[src/design/cyk_pkg.sv]
// Shared types for the CYK grammar recognizer: op codes and the command word.
`default_nettype none
package cyk_pkg;

  // Op codes carried in the low bits of the input word
  typedef enum logic [1:0] {
    OP_TERM  = 2'd0,
    OP_RULE  = 2'd1,
    OP_BYTE  = 2'd2,
    OP_CLEAR = 2'd3
  } op_t;

  // Decoded command passed from the front to the engine
  typedef struct packed {
    op_t        op;
    logic [7:0] sym;
    logic [3:0] head;
    logic [3:0] left;
    logic [3:0] right;
    logic       last;
  } cmd_t;

  localparam int unsigned VarW    = 4;
  localparam int unsigned InDataW = 24;
  localparam int unsigned OutDataW = 8;

endpackage
`default_nettype wire

[src/design/cyk_front.sv]
// Input side: takes stream words, decodes them and queues them for the engine.
`default_nettype none
module cyk_front
  import cyk_pkg::*;
(
  input  wire logic               clk,
  input  wire logic               rst,
  input  wire logic               s_tvalid,
  output logic                    s_tready,
  input  wire logic [InDataW-1:0] s_tdata,
  input  wire logic               s_tlast,
  output logic                    cmd_valid,
  input  wire logic               cmd_ready,
  output cmd_t                    cmd
);

  // two-entry queue
  cmd_t       q [2];
  logic       wr_ptr;
  logic       rd_ptr;
  logic [1:0] count;
  cmd_t       dec;
  logic       push;
  logic       pop;

  // decode one word
  always_comb begin
    dec.op    = op_t'(s_tdata[1:0]);
    dec.sym   = s_tdata[9:2];
    dec.head  = s_tdata[13:10];
    dec.left  = s_tdata[17:14];
    dec.right = s_tdata[21:18];
    dec.last  = s_tlast;
  end

  assign s_tready  = (count != 2'd2);
  assign cmd_valid = (count != 2'd0);
  assign cmd       = q[rd_ptr];
  assign push      = s_tvalid && s_tready;
  assign pop       = cmd_valid && cmd_ready;

  // queue storage
  always_ff @(posedge clk) begin
    if (push) begin
      q[wr_ptr] <= dec;
    end
  end

  // queue pointers
  always_ff @(posedge clk) begin
    if (rst) begin
      wr_ptr <= 1'b0;
      rd_ptr <= 1'b0;
      count  <= 2'd0;
    end else begin
      if (push) begin
        wr_ptr <= ~wr_ptr;
      end
      if (pop) begin
        rd_ptr <= ~rd_ptr;
      end
      case ({push, pop})
        2'b10:   count <= count + 2'd1;
        2'b01:   count <= count - 2'd1;
        default: count <= count;
      endcase
    end
  end

endmodule
`default_nettype wire

[config.mk]
export PLATFORM = sky130hd
export DESIGN_NAME = cyk_front
export DESIGN_NICKNAME = d
export VERILOG_FILES = /design/src/design/cyk_pkg.sv /design/src/design/cyk_front.sv
export SDC_FILE = /design/constraint.sdc
export NUM_CORES = 1
export LEC_CHECK = 0
export BUFFER_PORTS_ARGS = -buffer_cell sky130_fd_sc_hd__buf_2
export CAP_MARGIN = 20
export CORE_ASPECT_RATIO = 1.2
export CORE_MARGIN = 1.5
export CORE_UTILIZATION = 50
export DETAILED_ROUTE_END_ITERATION = 7
export GPL_TIMING_DRIVEN = 0
export HOLD_SLACK_MARGIN = 0.02
export PLACE_DENSITY = 0.77
export SETUP_SLACK_MARGIN = 0.2
export SLEW_MARGIN = 40
export SYNTH_ARGS = -nofsm -noshare
export SYNTH_HDL_FRONTEND = slang
export SYNTH_SLANG_ARGS = --single-unit
[constraint.sdc]
create_clock -name clk -period 1.9 [get_ports clk]
set_input_delay 0.38 -clock clk [delete_from_list [all_inputs] [get_ports clk]]
set_output_delay 0.38 -clock clk [all_outputs]
set_load 0.05 [all_outputs]
==> run summary, run 1 <==
Clock Skews -> 5.673 ps
DR pass1 iterations -> 5
Worst Setup EP -> cmd[6]
Hold/Removal Path Class -> input pin to register
Fin crit period -> 1747 ps
Hold_sp -> s_tdata[7]
Die ar. -> 4124 sq um
Tot GR Track Use -> 0.1622
Pwr Total -> 4199 uW
CTS max path bufs -> 2
Synth area leaders -> edfxtp_1 74%, mux2_2 14%, dfxtp_1 5.3%
Layout area overhead -> 41.15%
Number of remaining DRC errors -> 0
Crit-path max FO -> 7
Initial core utilization -> 0.5198
Leak pwr -> 0.001029 uW
Max layer used -> met4
Pin count of the biggest net entering global routing -> 24
Max Fclk -> 572.5 MHz
Drt first-iter violations -> 30
Internal power -> 2613 uW
Reg-to-reg critical path endpoint -> count[1]$_SDFFE_PP0P_
Routed via count -> 1051
Avg Cell Area, Syn -> 19.72 sq um
Layout fillers -> 212
Dominant cell type by area after synthesis -> edfxtp_1
Reg2reg path depth -> 5
Final WL -> 3658 um
Share of cells above drive strength 1 -> 0.5949
Startpoint types -> register
Worst R2R Setup Slack -> 330 ps
Gr ovfl total -> 0
M1 WL -> 1343 um
Status -> complete, no violations
Area after DPL -> 2185 sq um
Clock share of power -> 0.141
Power per cell area -> 1588 nW/um^2
Period Utilization, post-route -> 0.9193
Global-route wire length before repair -> 4843 um
Max Cap Violations -> 0
Design Area, Final -> 2644 sq um
Critical Path RT -> 1520 ps
Multi-input gate area -> 456.7 sq um
CTS Buf Count -> 5
Relative slew slack -> 0.6336
Sequential fraction of the synthesis area -> 0.7909
WL met3 -> 125 um
Hpwl dp -> 2165 um
CTS tree -> yes
Slew Viols, Final -> 0
Num rows -> 24
Net Sw Frac -> 0.3777
Share of the synthesized area in the top cell type -> 0.7375
Comb power frac -> 0.493
Clk root buf -> clkbuf_8
Die H -> 70.05 um
Synth Register Bits -> 51
Sequential Power Share -> 0.365
Die X-Extent -> 58.87 um
Reg area -> 1485 sq um
RSZ-0062 raised after global routing -> true
Vias in the first global route -> 1078
# IOs -> 54
Synth Net Count -> 125
Final Hold Vio Count -> 0
Initial antenna violation count -> 0
Setup CP Type -> register to output port
Switch Pwr -> 1586 uW
Worst-Skew Late Latency -> 300 ps
Final TNS setup -> 0 ps
Antenna cells -> 0
GP Congestion -> 0.6403
Port bufs -> 51
Fin nets -> 187
H-tree levels -> 2
DR vias/cell -> 5.335
Wire length on met2 -> 2172 um
WL/cell -> 18.57 um
Worst-margin pin slew -> 549.7 ps
CTS Sinks -> 51
Critical path endpoint category -> output port
R2R Path Start -> count[0]$_SDFFE_PP0P_
Synth Cell Area -> 1873 sq um
Register clock-pin slew on the reported worst setup and hold paths -> 90 ps
DRT antenna net count -> 0
Worst EP arrival -> 1370 ps
Distinct cells, synth -> 19
Cells after Synth -> 95
Setup Viol. Count Final -> 0
YS warnings -> 0
Core Footprint -> 3603 sq um
Max VDD drop -> 925.2 uV
-- worst max-delay path: stages, from the launching register on --
cell and delay, ps:
dfxtp_4 440, clkbuf_16 170, mux2_4 310, buf_8 150
-- worst min path at each step --
| stage | to | slack (ps) | cells after the start |
|---|---|---|---|
| final | q[0][18]$_DFFE_PP_ | 270 | 1 |
| after global routing | q[1][2]$_DFFE_PP_ | 250 | 1 |
| after CTS | q[0][15]$_DFFE_PP_ | 250 | 1 |
| after detailed placement | register | 520 | 2 |
| after global placement | rd_ptr$_SDFFE_PP0P_ | 500 | 2 |
| after floorplan | count[1]$_SDFFE_PP0P_ | 450 | 1 |
-- routing by layer --
| layer | vias to the layer above | GRT usage |
|---|---|---|
| li1 | 490 | - |
| met2 | 28 | 0.3000 |
| met4 | 0 | 0.05808 |
| met3 | 2 | 0.04630 |
| met5 | - | 0 |
| met1 | 531 | 0.1669 |
-- sequential cells by signal (all words and copies together), names as in the netlist, named ones only --
register / flops
q: 46
rd_ptr: 1
wr_ptr: 1
count: 2
-- cells by family after synthesis --
family | share of synthesized area
AO/OA/AOI/OAI | 0.01737
XOR/XNOR | 0.01403
adder cells (fa/ha/maj) | 0.006679
buffers and inverters | 0.007346
flip-flops | 0.7909
multiplexers | 0.1383
AND/OR/NAND/NOR | 0.02539
-- synthesized netlist by cell type --
master and instances:
nand3b_1 1, nand2b_1 1, xor2_1 1, and3_1 1, nor2_1 3, dfxtp_1 5, edfxtp_1 46, o21ai_0 1
inv_1 1, or2_2 1, ha_1 1, buf_2 2, xnor2_1 2, a21oi_1 2, a21bo_2 1, or3_1 1
nand2_1 1, mux2_2 23, o21a_1 1
-- power groups by stage --
stage	Sequential (uW)	Combinational (uW)	Clock, uW
4_1_cts	1520	1610	610
5_1_grt	1560	2160	654
3_3_place_gp	1510	1430	0
2_1_floorplan	1500	1180	0
3_5_place_dp	1530	1460	0
6_report	1530	2070	593
-- placed cells by master, fill, tap and decap left out, drive strengths merged --
cell type,Yosys,layout
a21bo,1,1
a21oi,2,2
and3,1,1
buf,2,54
clkbuf,0,7
clkinv,0,1
clkinvlp,0,4
dfxtp,5,5
edfxtp,46,46
ha,1,1
mux2,23,23
nand2,1,1
nand2b,1,1
nand3b,1,1
nor2,3,3
o21a,1,1
o21ai,1,1
or2,1,1
or3,1,1
xnor2,2,2
xor2,1,1
-- per-stage QoR --
stage,setup slack [ps],hold slack [ps],instances,utilization
after global placement,251.5,495.7,185,0.6063
after floorplan,241.0,449.1,95,-
after global routing,110.8,251.4,197,0.7337
after CTS,142.6,254.8,194,0.6556
after detailed placement,238.3,518.1,185,0.6063
final,153.4,270.0,197,0.7337
-- area by class of cell --
type,count,share of cell area
sequential,51,0.5618
timing repair buffer,54,0.1964
multi-input combinational,41,0.1727
clock buffer,5,0.02603
tap,39,0.01846
buffer,2,0.01136
clock inverter,3,0.007572
inverter,1,0.002840
timing repair inverter,1,0.002840
-- what timing repair did --
item | in CTS | in global routing
hold buffers | 0 | 0
gates resized for setup | 30 | 62
setup endpoints to repair | 20 | 44
gates cloned | 0 | 3
buffers inserted | 1 | 0
No activity file was read; power rests on OpenSTA's default activity.
==> run 2, diff against run 1 <==
==> constraint.sdc (replaced) <==
create_clock -name clk -period 1.9 [get_ports clk]
set_input_delay 0.095 -clock clk [delete_from_list [all_inputs] [get_ports clk]]
set_output_delay 0.095 -clock clk [all_outputs]
set_load 0.05 [all_outputs]
==> run 2 against run 1 <==
  * Clock skew up 3.1 ps
  * Routed wire length down 8.9%
  * Largest cell class unchanged
  * Non-clock buffer count up 20
  * Sequential share of layout area up 2.7 points
  * First-iteration DRC count down 6.7%
  * Sequential cell count unchanged
  * Die area unchanged
  * Clock power about the same
  * Global-route usage up 1.4 points
  * Utilization down 3.5 points
  * Via count up 5.7%
==> run summary, run 2 (same netlist as run 1, synthesis figures left out) <==
Leak pwr -> 0.0009523 uW
Setup CP Type -> register to output port
Clock Skews -> 8.781 ps
CTS max path bufs -> 2
CTS tree -> yes
Period Utilization, post-route -> 0.8500
Initial core utilization -> 0.5198
Final TNS setup -> 0 ps
Worst-margin pin slew -> 547.3 ps
Flip-flop count of the largest register after layout -> 46
Core Footprint -> 3603 sq um
Initial antenna violation count -> 0
# IOs -> 54
Critical path endpoint category -> output port
Status -> complete, no violations
Critical Path RT -> 1800 ps
Layout area overhead -> 34.34%
Placed cell count -> 185
Design Area, Final -> 2516 sq um
Slew Viols, Final -> 0
Port bufs -> 51
CTS Buf Count -> 5
Die H -> 70.05 um
GP Congestion -> 0.6403
Hold/Removal Path Class -> input pin to register
DR vias/cell -> 5.120
Fin crit period -> 1615 ps
Power per cell area -> 1431 nW/um^2
Worst-Skew Late Latency -> 300 ps
Relative slew slack -> 0.6352
Antenna cells -> 0
Pin count of the biggest net entering global routing -> 24
Worst EP arrival -> 1520 ps
DRT antenna net count -> 0
Routed via count -> 1111
Number of remaining DRC errors -> 0
Max Cap Violations -> 0
Worst setup slack after layout -> 285.1 ps
Startpoint types -> register
Vias in the first global route -> 1180
Register clock-pin slew on the reported worst setup and hold paths -> 80 ps
Largest regs -> q (46), count (2)
Die ar. -> 4124 sq um
DP Worst Slack -> 277.6 ps
Largest register by flop count -> q
Hpwl dp -> 2165 um
Setup Viol. Count Final -> 0
Die X-Extent -> 58.87 um
Crit-path max FO -> 10
Setup bufs post-CTS -> 0
Area after DPL -> 2185 sq um
RSZ-0062 raised after global routing -> false
Clk root buf -> clkbuf_8
Fin nets -> 207
Tot GR Track Use -> 0.1761
Most frequent cells in the layout -> 51 x buf_2, 46 x edfxtp_1, 23 x mux2_2, 23 x dlygate4sd3_1
H-tree levels -> 2
Drt first-iter violations -> 28
Max VDD drop -> 909.5 uV
DR pass1 iterations -> 4
Global-route wire length before repair -> 5313 um
Layout Cells excl Fill -> 217
Max Fclk -> 619.2 MHz
Final WL -> 3334 um
CTS Sinks -> 51
WL/cell -> 15.36 um
Commonest non-fill, non-tap cell in the layout -> buf_2
Share of cells above drive strength 1 -> 0.5056
Final Hold Vio Count -> 0
Gr ovfl total -> 0
Num rows -> 24
==> run 2: metal layers <==
| metal | GRT usage | share of wire |
|---|---|---|
| met4 | 0.05808 | 0.0099 |
| met3 | 0.04630 | 0.034 |
| met5 | 0 | 0 |
| met2 | 0.3173 | 0.56 |
| met1 | 0.1953 | 0.40 |
==> run 2: cell type report <==
cell class                 count  area (sq um)
tap                           39         48.80
timing repair inverter         1         7.507
inverter                       1         7.507
timing repair buffer          74         485.5
buffer                         2         15.01
multi-input combinational     41         381.6
clock inverter                 3         20.02
clock buffer                   5         68.82
sequential                    51          1481
fill                         250          1087
==> run 2: power by group <==
part	total [uW]	internal (uW)	leakage, uW	switching (uW)
sequential	1500	1420	0.000472	77.3
clock	596	256	0.0000402	340
combinational	1500	465	0.000441	1040
==> run 2: repair_timing <==
item	4_1_cts	5_1_grt
cloned	0	1
hold buffers	23	0
endpoints found under the setup margin	2	43
resized for setup	0	5
endpoints found under the hold margin	46	0
==> run 2: final timing paths <==
check             cells past startpoint  slack (ps)               endpoint                  start
hold / removal                        2          30               register                    rst
hold reg to reg                       2         540               register    rd_ptr$_SDFFE_PP0P_
setup / recovery                      3         290                 cmd[0]               register
setup reg to reg                      5         330  count[1]$_SDFFE_PP0P_  count[0]$_SDFFE_PP0P_
==> run 2: through the flow <==
| stage | utilization | power, uW | hold WS (ps) |
|---|---|---|---|
| finish | 0.6983 | 3600 | 28.01 |
| global route | 0.6983 | 3756 | 28.19 |
| CTS | 0.6948 | 3611 | 20.11 |
| detailed placement | 0.6063 | 2985 | 286.6 |
| global placement | 0.6063 | 2938 | 283.1 |
| floorplan | - | 2677 | 164.1 |
==> run 2: worst max-delay path, stage by stage, from the launching register on <==
cell,delay (ps)
dfxtp_1,430
buf_4,230
mux2_2,350
buf_2,210
